File: src/rtl/tstr_fifo.sv
// ----------------------------------------------------------------------------
// tstr_fifo
// Small register FIFO with full/empty flags; head entry is shown directly.
// ----------------------------------------------------------------------------
module tstr_fifo #(
  parameter int WIDTH = 8,
  parameter int DEPTH = 4,
  localparam int PW = $clog2(DEPTH),
  localparam int CW = $clog2(DEPTH + 1)
) (
  input  logic             clk,
  input  logic             rst,
  input  logic             push,
  input  logic [WIDTH-1:0] wdata,
  output logic             full,
  input  logic             pop,
  output logic [WIDTH-1:0] rdata,
  output logic             empty
);

  logic [WIDTH-1:0] mem [DEPTH];
  logic [PW-1:0]    wr_ptr;
  logic [PW-1:0]    rd_ptr;
  logic [CW-1:0]    count;
  logic             do_push;
  logic             do_pop;

  assign full    = count == CW'(DEPTH);
  assign empty   = count == '0;
  assign do_push = push && !full;
  assign do_pop  = pop && !empty;
  assign rdata   = mem[rd_ptr];

  always_ff @(posedge clk) begin
    if (rst) begin
      wr_ptr <= '0;
      rd_ptr <= '0;
      count  <= '0;
    end else begin
      if (do_push) begin
        wr_ptr <= (wr_ptr == PW'(DEPTH - 1)) ? '0 : wr_ptr + PW'(1);
      end
      if (do_pop) begin
        rd_ptr <= (rd_ptr == PW'(DEPTH - 1)) ? '0 : rd_ptr + PW'(1);
      end
      unique case ({do_push, do_pop})
        2'b10:   count <= count + CW'(1);
        2'b01:   count <= count - CW'(1);
        default: count <= count;
      endcase
    end
  end

  always_ff @(posedge clk) begin
    if (do_push) begin
      mem[wr_ptr] <= wdata;
    end
  end

endmodule

File: config.mk
export PLATFORM = sky130hd
export DESIGN_NAME = tstr_fifo
export DESIGN_NICKNAME = d
export VERILOG_FILES = /design/src/rtl/tstr_fifo.sv
export SDC_FILE = /design/constraint.sdc
export NUM_CORES = 1
export LEC_CHECK = 0
export ABC_AREA = 0
export BUFFER_PORTS_ARGS = -buffer_cell sky130_fd_sc_hd__clkbuf_2
export CORE_MARGIN = 5
export CORE_UTILIZATION = 40
export CTS_BUF_LIST = sky130_fd_sc_hd__clkbuf_4 sky130_fd_sc_hd__clkbuf_8
export DETAILED_ROUTE_END_ITERATION = 8
export PLACE_DENSITY = 0.65
export SLEW_MARGIN = 40
export SYNTH_ARGS = -nofsm -noshare
export SYNTH_HDL_FRONTEND = slang
export SYNTH_SLANG_ARGS = --single-unit
File: constraint.sdc
create_clock -name clk -period 2.2 [get_ports clk]
set_clock_uncertainty 0.05 [all_clocks]
set_input_delay 0.66 -clock clk [delete_from_list [all_inputs] [get_ports clk]]
set_output_delay 0.66 -clock clk [all_outputs]
set_load 0.02 [all_outputs]
==> impl_metrics.json <==
{
  "via_count": 877,
  "max-cap-violations": 0,
  "io_pins": 22,
  "timing.final.crit_period_ps": 2154,
  "die_w_um": 74.19,
  "dp_hpwl_um": 1981,
  "grt_pass1_wl_um": 4333,
  "syn_area_mm2": 0.001648,
  "drive_gt1_share_pct": 46.51,
  "ant_nets": 0,
  "grt_pass1_vias": 956,
  "clkTransAtPathRegs_ps": 70,
  "wl_um": 2707,
  "switchingPower_mw": 0.6755,
  "crit-reg2reg-launch": "count[0]",
  "p_int_mw": 1.678,
  "finish.utilization_pct": 50.83,
  "pwr-share-seq_pct": 42.2,
  "grtUsageTotal_pct": 10.96,
  "clockRootBuffer": "clkbuf_8",
  "grt_overflow": 0,
  "cts-htree-levels": 2,
  "die_h_um": 74.19,
  "hold_viol": 0,
  "hp-class": "reg2reg",
  "tightestPinTransition_ps": 425.3,
  "avgSynthCellArea_um2": 17.16,
  "worstSetupPathType": "reg2reg",
  "rows": 23,
  "holdPathStages": 2,
  "synth_top_area_cell": "edfxtp_1",
  "vdd_drop_max_v": 0.0007045,
  "cts_max_path_buffers": 2,
  "hp-start": "rd_ptr[0]",
  "synth_top_area_share_pct": 58.31,
  "start_util_pct": 41.19,
  "timing.fmax_ghz": 0.4642,
  "cts_hold_buf": 0,
  "drc": 0,
  "final-seq-area_mm2": 0.001145,
  "critPathCaptureType": "flop",
  "cp-start-kind": "flop",
  "critPathMaxFanout": 2,
  "cp.required_ps": 2370,
  "via_per_inst": 4.899,
  "pwr-share-comb_pct": 32.9,
  "cts_tree": "built",
  "power_density_mw_per_mm2": 1157,
  "dieArea_mm2": 0.005503,
  "grt_use_met2_pct": 19.00,
  "clock-sinks": 41,
  "clock_power_share_pct": 24.9,
  "use_met1_pct": 12.09,
  "drtIter0Drc": 34,
  "nets": 147,
  "syn_to_final_growth_pct": 23.39,
  "synth_cells": 96,
  "rsz0062_at_grt": "true",
  "finalSetupViolCount": 0,
  "port_buffers": 21,
  "antenna_cells": 0,
  "status": "finished clean",
  "synth_area_leaders": "edfxtp_1 (58%), dfxtp_1 (11%), mux4_2 (11%)",
  "gp_congestion": 0.8151,
  "synth_fp_nets": 115,
  "r2r_end": "count[2]",
  "coreArea_mm2": 0.004000,
  "ys_types": 27,
  "cts-buffers-inserted": 5,
  "fin_crit_sh_pct": 97.92,
  "met3_usage_pct": 4.730,
  "synth-seq-cells": 41,
  "p_leak_nw": 0.7749,
  "busiest_layer": "met2",
  "drv_slew": 0,
  "p_sw_share_pct": 28.70,
  "dp_cells": 170,
  "multi_input_area_um2": 485.5,
  "rr_worst_depth": 9,
  "ys_seq_area_share_pct": 69.25,
  "worstPathArrival_ps": 2320,
  "antenna_found_initial": 0,
  "wl_per_cell_um": 15.12,
  "fillCellCount": 346,
  "layoutNonFillerInstCount": 179,
  "relSlewSlack_pct": 71.65,
  "clk_latency_ps": 280,
  "ys.warnings.count": 0,
  "rrSetupSlack_ps": 50,
  "grt_max_degree": 14,
  "first_pass_iters": 4
}
## synth_stat cells, drive strengths merged
| cell type | number |
|---|---|
| nor2 | 4 |
| edfxtp | 32 |
| buf | 3 |
| fa | 1 |
| nor3 | 2 |
| nand2 | 1 |
| or3b | 1 |
| mux4 | 8 |
| inv | 8 |
| a21o | 1 |
| ha | 6 |
| or3 | 2 |
| mux2i | 1 |
| dfxtp | 9 |
| xor2 | 2 |
| nand3 | 2 |
| o31ai | 2 |
| and3 | 4 |
| o21ai | 1 |
| a21oi | 4 |
| and2 | 1 |
| clkbuf | 1 |
## worst max-delay path by stage
stage	start	endpoint	slack [ps]	cells past startpoint
3_5_place_dp	pop	count[2]	-20	9
6_report	count[0]	count[2]	50	9
4_1_cts	flop	rdata[3]	5	3
5_1_grt	count[0]	count[2]	-20	9
2_1_floorplan	count[0]	count[2]	-20	10
3_3_place_gp	push	count[2]	30	9
## power by group through the flow
stage	Combinational, mW	Sequential [mW]	Clock (mW)
final	0.775	0.993	0.585
after global routing	0.854	1.00	0.642
after CTS	0.737	0.992	0.600
after detailed placement	0.713	1.01	0
after global placement	0.691	0.998	0
after floorplan	0.491	0.998	0
## cells in the final DEF, fill, tap and decap left out, types with 2 or more instances in the layout
cell,instances
a21oi_1,3
dfxtp_2,3
inv_1,6
buf_4,7
buf_6,2
inv_2,2
ha_1,5
mux4_2,8
edfxtp_1,32
and3_1,2
dfxtp_1,6
and3_2,2
clkbuf_2,18
nor2_1,4
nand3_1,2
clkbuf_8,6
nor3_1,2
## metrics by stage
step           total power, mW  setup TNS (ps)  hold WS, ps  area, µm²  setup WS (ps)
3_3_place_gp             1.690               0        422.2       1866          26.58
3_5_place_dp             1.719          -18.13        451.1       1866         -18.13
4_1_cts                  2.329               0        453.6       1993          4.788
2_1_floorplan            1.489          -24.93        413.4       1669         -24.93
6_report                 2.353               0        454.1       2033          45.68
5_1_grt                  2.499          -21.22        507.7       2033         -21.19
## flip-flops by register name (all words and copies together), names as in the netlist, named ones only
signal and count:
count 3, mem 32, wr_ptr 2, rd_ptr 2
## metal layers
layer	wire [µm]	up-vias
met1	1074	424
li1	-	424
met2	1406	24
met4	36	0
met5	0	-
met3	189	5
## cells by family (layout without fill, tap and decap cells)
group           Yosys count  after routing  share of synthesized area, %
compound gates            8              8                         3.189
buf+inv                  12             45                         3.264
mux                       9              9                         11.54
xor+xnor                  2              2                         1.063
fa+ha+maj                 7              7                         5.771
simple gates             17             17                         5.922
flops                    41             41                         69.25
## worst max-delay path: stages (launching register included)
cell     delay [ps]
dfxtp_2         320
or3b_4          400
and2_4          160
inv_2            60
ha_4            130
inv_2            40
fa_2            350
xor2_2          150
or3_4           330
a21oi_2         110
## cell type report
cell class | instances | area share (%)
clock buffers | 6 | 3.754
clock inverters | 2 | 1.723
inverters | 8 | 1.477
multi-input cells | 43 | 23.88
flip-flops and latches | 41 | 56.31
well taps | 50 | 3.077
repair buffers | 29 | 9.785
## what timing repair did
item                       CTS  global route
pin swaps                    0             2
buffers inserted             0             1
resized for setup            5            10
setup endpoints to repair    9             9
(Power assumes the default switching activity.)
