===== config.mk =====
export PLATFORM = sky130hd
export DESIGN_NAME = tstr_front
export DESIGN_NICKNAME = d
export VERILOG_FILES = /design/src/rtl/tstr_pkg.sv /design/src/rtl/tstr_front.sv
export SDC_FILE = /design/constraint.sdc
export NUM_CORES = 1
export LEC_CHECK = 0
export BUFFER_PORTS_ARGS = -buffer_cell sky130_fd_sc_hd__buf_2
export CORE_MARGIN = 2
export CORE_UTILIZATION = 35
export DETAILED_ROUTE_END_ITERATION = 10
export PLACE_DENSITY = 0.68
export SYNTH_ARGS = -nofsm -noshare
export SYNTH_HDL_FRONTEND = slang
export SYNTH_SLANG_ARGS = --single-unit

===== constraint.sdc =====
create_clock -name vclk -period 20
set_input_delay 4 -clock vclk [all_inputs]
set_output_delay 4 -clock vclk [all_outputs]
set_load 0.005 [all_outputs]

===== src/rtl/tstr_pkg.sv =====
// ----------------------------------------------------------------------------
// tstr_pkg
// Shared constants, tint tables, tile codes and types for the tinted sprite
// renderer.
// ----------------------------------------------------------------------------
package tstr_pkg;

  localparam int TILE_SIZE_DEFAULT           = 14;
  localparam int ATLAS_TILES_PER_ROW_DEFAULT = 5;

  // queue depths between the parts
  localparam int CMD_DEPTH = 4;
  localparam int OUT_DEPTH = 8;

  // request codes
  localparam logic REQ_LOAD   = 1'b0;
  localparam logic REQ_RENDER = 1'b1;

  // tint index field in cell and goal codes
  localparam int          TINT_LSB  = 9;
  localparam logic [15:0] TINT_MASK = 16'(7 << TINT_LSB);

  // tile codes, color bits cleared
  localparam logic [15:0] TC_EMPTY     = 16'd0;
  localparam logic [15:0] TC_R1C0      = 16'd9;
  localparam logic [15:0] TC_R1C1      = 16'd1;
  localparam logic [15:0] TC_R1C2      = 16'd53;
  localparam logic [15:0] TC_R1C3      = 16'd32789;
  localparam logic [15:0] TC_R1C4      = 16'd17;
  localparam logic [15:0] TC_R2C0      = 16'd32884;
  localparam logic [15:0] TC_R2C1      = 16'd48;
  localparam logic [15:0] TC_R2C2      = 16'd16;
  localparam logic [15:0] TC_R2C3      = 16'd32788;
  localparam logic [15:0] TC_R2C4      = 16'd85;
  localparam logic [15:0] TC_R3C0      = 16'd152;
  localparam logic [15:0] TC_R3C1      = 16'd272;
  localparam logic [15:0] TC_R3C2      = 16'd144;

  // blend arithmetic: pixel = floor(num / 2550), num < 2^20
  localparam int NUM_W       = 20;
  localparam int BLEND_DIV   = 2550;
  localparam int RECIP_SHIFT = 24;
  localparam int RECIP       = (1 << RECIP_SHIFT) / BLEND_DIV;
  localparam int RECIP_W     = 13;

  // tints in tenths, per index and channel (R, G, B)
  typedef logic [3:0] tenth_t;

  localparam tenth_t FG_TENTHS [8][3] = '{
    '{4'd4,  4'd4,  4'd4},  '{4'd8, 4'd2, 4'd2}, '{4'd2, 4'd8, 4'd2},
    '{4'd8,  4'd8,  4'd2},  '{4'd2, 4'd2, 4'd8}, '{4'd8, 4'd2, 4'd8},
    '{4'd2,  4'd8,  4'd8},  '{4'd10, 4'd10, 4'd10}
  };

  localparam tenth_t BG_TENTHS [8][3] = '{
    '{4'd6, 4'd6, 4'd6}, '{4'd9, 4'd6, 4'd6}, '{4'd6, 4'd9, 4'd6},
    '{4'd9, 4'd9, 4'd6}, '{4'd5, 4'd5, 4'd9}, '{4'd9, 4'd6, 4'd9},
    '{4'd6, 4'd9, 4'd9}, '{4'd9, 4'd9, 4'd9}
  };

  typedef enum logic {
    BE_IDLE,
    BE_RENDER
  } be_state_t;

  function automatic int atlas_addr_w(input int tile_size, input int tiles_per_row);
    int w;
    w = tile_size * tiles_per_row;
    return $clog2(w * w);
  endfunction

endpackage


===== src/rtl/tstr_front.sv =====
// ----------------------------------------------------------------------------
// tstr_front
// Input decode: sorts items into texel loads and row renders, maps the cell
// code to an atlas tile, forms the atlas address and drops items that have
// no effect.
// ----------------------------------------------------------------------------
module tstr_front import tstr_pkg::*; #(
  parameter int TILE_SIZE = TILE_SIZE_DEFAULT,
  parameter int ATLAS_TILES_PER_ROW = ATLAS_TILES_PER_ROW_DEFAULT,
  localparam int AW = atlas_addr_w(TILE_SIZE, ATLAS_TILES_PER_ROW),
  localparam int RW = $clog2(TILE_SIZE),
  localparam int CMD_W = 1 + AW + 32 + 6
) (
  input  logic             push,
  input  logic             req_type,
  input  logic [15:0]      cell_code,
  input  logic [15:0]      goal_code,
  input  logic [1:0]       agent_orientation,
  input  logic [RW-1:0]    pixel_row,
  input  logic [AW-1:0]    texel_address,
  input  logic [7:0]       texel_red,
  input  logic [7:0]       texel_green,
  input  logic [7:0]       texel_blue,
  input  logic [7:0]       texel_alpha,
  output logic             cmd_push,
  output logic [CMD_W-1:0] cmd_data
);

  localparam int ATLAS_WIDTH = TILE_SIZE * ATLAS_TILES_PER_ROW;
  localparam int ATLAS_DEPTH = ATLAS_WIDTH * ATLAS_WIDTH;

  typedef struct packed {
    logic          is_render;
    logic [AW-1:0] addr;
    logic [31:0]   texel;
    logic [2:0]    fg_idx;
    logic [2:0]    bg_idx;
  } cmd_t;

  logic [15:0]   tile_code;
  logic [1:0]    tile_row;
  logic [2:0]    tile_col;
  logic [AW-1:0] row_base;
  logic [AW-1:0] base;
  logic          keep;
  cmd_t          cmd;

  assign tile_code = cell_code & ~TINT_MASK;

  always_comb begin
    unique case (tile_code)
      TC_EMPTY: begin tile_row = 2'd0; tile_col = 3'd0; end
      TC_R1C0:  begin tile_row = 2'd1; tile_col = 3'd0; end
      TC_R1C1:  begin tile_row = 2'd1; tile_col = 3'd1; end
      TC_R1C2:  begin tile_row = 2'd1; tile_col = 3'd2; end
      TC_R1C3:  begin tile_row = 2'd1; tile_col = 3'd3; end
      TC_R1C4:  begin tile_row = 2'd1; tile_col = 3'd4; end
      TC_R2C0:  begin tile_row = 2'd2; tile_col = 3'd0; end
      TC_R2C1:  begin tile_row = 2'd2; tile_col = 3'd1; end
      TC_R2C2:  begin tile_row = 2'd2; tile_col = 3'd2; end
      TC_R2C3:  begin tile_row = 2'd2; tile_col = 3'd3; end
      TC_R2C4:  begin tile_row = 2'd2; tile_col = 3'd4; end
      TC_R3C0:  begin tile_row = 2'd3; tile_col = 3'd0; end
      TC_R3C1:  begin tile_row = 2'd3; tile_col = 3'd1; end
      TC_R3C2:  begin tile_row = 2'd3; tile_col = 3'd2; end
      default: begin
        // agent codes carry bit 1; facing picks one of four columns
        if (tile_code[1]) begin
          tile_row = 2'd0;
          tile_col = 3'd1 + 3'(agent_orientation);
        end else begin
          tile_row = 2'd3;
          tile_col = 3'd4;
        end
      end
    endcase
  end

  assign row_base = AW'(tile_row) * AW'(TILE_SIZE) + AW'(pixel_row);
  assign base     = row_base * AW'(ATLAS_WIDTH) + AW'(tile_col) * AW'(TILE_SIZE);

  always_comb begin
    if (req_type == REQ_RENDER) begin
      keep = {1'b0, pixel_row} < (RW + 1)'(TILE_SIZE);
    end else begin
      keep = {1'b0, texel_address} < (AW + 1)'(ATLAS_DEPTH);
    end
  end

  always_comb begin
    cmd.is_render = req_type == REQ_RENDER;
    cmd.addr      = cmd.is_render ? base : texel_address;
    cmd.texel     = {texel_alpha, texel_blue, texel_green, texel_red};
    cmd.fg_idx    = cell_code[TINT_LSB +: 3];
    cmd.bg_idx    = goal_code[TINT_LSB +: 3];
  end

  assign cmd_push = push && keep;
  assign cmd_data = cmd;

endmodule


==> metrics <==
RSZ-0062 raised after global routing no; pins over their slew limit 0; crit path time final 13990 ps; Hold Crit Class in2out; sequential cells 0; hold_buf cts 0; setup violators final 0; total chip power about 160 uW; detailed placer's ending HPWL 3810 microns; NumNets Final just over 400; n_diodes 0; Initial DRT Pass Iterations 4; vias in the first global route ~1900; IO Count approximately 140; largest net degree at the start of global routing 22; Inst Count DP about 360; final hold viol count 0; FF/Latch Area 0 sq um; Area Overhead vs Synth 1.26%; Tot GR Track Use 0.128; sequential fraction of the synthesis area 0; WS Path Type in2out; global-route wire length before repair a little under 8000 microns; Synth Cell Area roughly 2200 sq um; worst-path fanout max 5; Worst-Margin Slew 635 ps; area leader, netlist ha_1; global route total overflow 0; fin cells about 360; fmax between 70 and 80 MHz; Pwr Density approximately 74 nW/um^2; Crit-path slowest cell fa_1; initial antenna violation count 0; Setup TNS 0 ps; Final Cycle Share 0.699; synth unique cells 56; Port Buffers 49; RePlAce Congestion 0.854; arrival time of the worst setup path ~10000 ps; fillcell total slightly above 600; Startpoint Class input port; Worst path most repeated cell ha_1; post-DR wirelength/cell 12.2 microns; most common cell in the netlist buf_4; post-synth top area share 0.217; Max VDD drop roughly 0.000046 V; Die Y-Extent 83.1 microns; status complete, no violations; Synth Instances 277; initial core utilization 0.365; core area around 6000 sq um; share of layout cells above drive strength 1 0.248; vias per cell 5.18; net count after synthesis about 410; routed wire length approximately 4400 microns; Avg Synthesized Cell Area 7.90 sq um; die width between 80 and 90 microns; Warnings, synthesis 0; crit end category primary output; residual DRC count 0; Routed Antenna Nets 0; clock buf count 0; maxcap violations 0; Synth area leaders ha_1 (22%), buf_4 (13%), fa_1 (7.3%); area of the multi-input gates ~1800 sq um; Vias around 1800; Finished Cell Area 2220 sq um; placed cell areas 2220 sq um; Post-CTS Setup Inserts 0; commonest cells in the synthesized netlist buf_4 (39), ha_1 (38), inv_1 (30), nor2_1 (19), a21oi_1 (13); row cnt 28; DR iter-0 viols 27; cts repair resizes 0; full die area 6900 sq um; WP data required between 15000 and 20000 ps; Slew headroom 0.574; max incr delay on CP 460 ps; Leak 1.07 nW
[metal layers]
layer / vias up / GRT usage / part of all wire
met4: 0 / 0.0224 / 0.013
met1: 841 / 0.155 / 0.44
met2: 46 / 0.240 / 0.51
li1: 953 / - / -
met3: 8 / 0.0149 / 0.038
met5: - / 0 / 0
[cell type report]
class                      count  area share
inverter                      30      0.0508
timing repair buffer          49       0.111
tap                           75      0.0423
multi-input combinational    203       0.796
[cell families after synthesis]
group	synth area share
buffers and inverters	0.194
AND/OR/NAND/NOR	0.195
XOR/XNOR	0.0880
multiplexers	0.0371
adder cells (fa/ha/maj)	0.290
AO/OA/AOI/OAI	0.196
[worst max-delay path: cells and delay by family]
family                   cells  cell delay, ps
adder cells (fa/ha/maj)      6            2030
AND/OR/NAND/NOR              7            1800
AO/OA/AOI/OAI                6             960
XOR/XNOR                     3             550
buffers and inverters        4             360
multiplexers                 1             260
[final timing paths]
| check | start | to | slack [ps] | depth (start not counted) |
|---|---|---|---|---|
| worst max-delay path | cell_code[12] | cmd_data[50] | 6010 | 27 |
| worst min-delay path | goal_code[9] | cmd_data[0] | 8000 | 0 |
[metrics by stage]
stage                     utilization  setup WS, ps  hold WS (ps)
final                           0.370          6010          8000
after global routing            0.370          5560          8000
after CTS                       0.370          6000          8000
after detailed placement        0.370          6020          8000
after global placement          0.370          6080          8000
after floorplan                     -          6750          8080
[layout by cell type (no fill, tap or decap), types with 2 or more instances in the layout]
master	Yosys	routed
a21o_1	6	6
a211oi_2	2	2
inv_1	30	30
xor2_1	6	6
nand3_1	4	4
and3_1	2	2
nor3_1	5	5
o22ai_1	3	3
o21a_1	3	3
nor4_1	3	3
a21oi_1	13	13
ha_1	38	38
mux2_2	5	5
nand4b_1	2	2
a211oi_1	2	2
o21ai_0	7	7
o31a_1	3	3
nor2b_1	7	7
buf_2	0	49
nor2_1	19	19
a31oi_1	3	3
nand2_1	12	12
o21bai_1	2	2
nand4_1	3	3
nor4b_2	2	2
nand2b_1	5	5
xnor2_1	11	11
fa_1	8	8
[where the power goes]
group | internal [mW] | leakage, nW | switching (mW)
logic | 0.0795 | 1.07 | 0.0851
registers | 0 | 0 | 0
clock network | 0 | 0 | 0
Power figures use the tool's default switching activity.
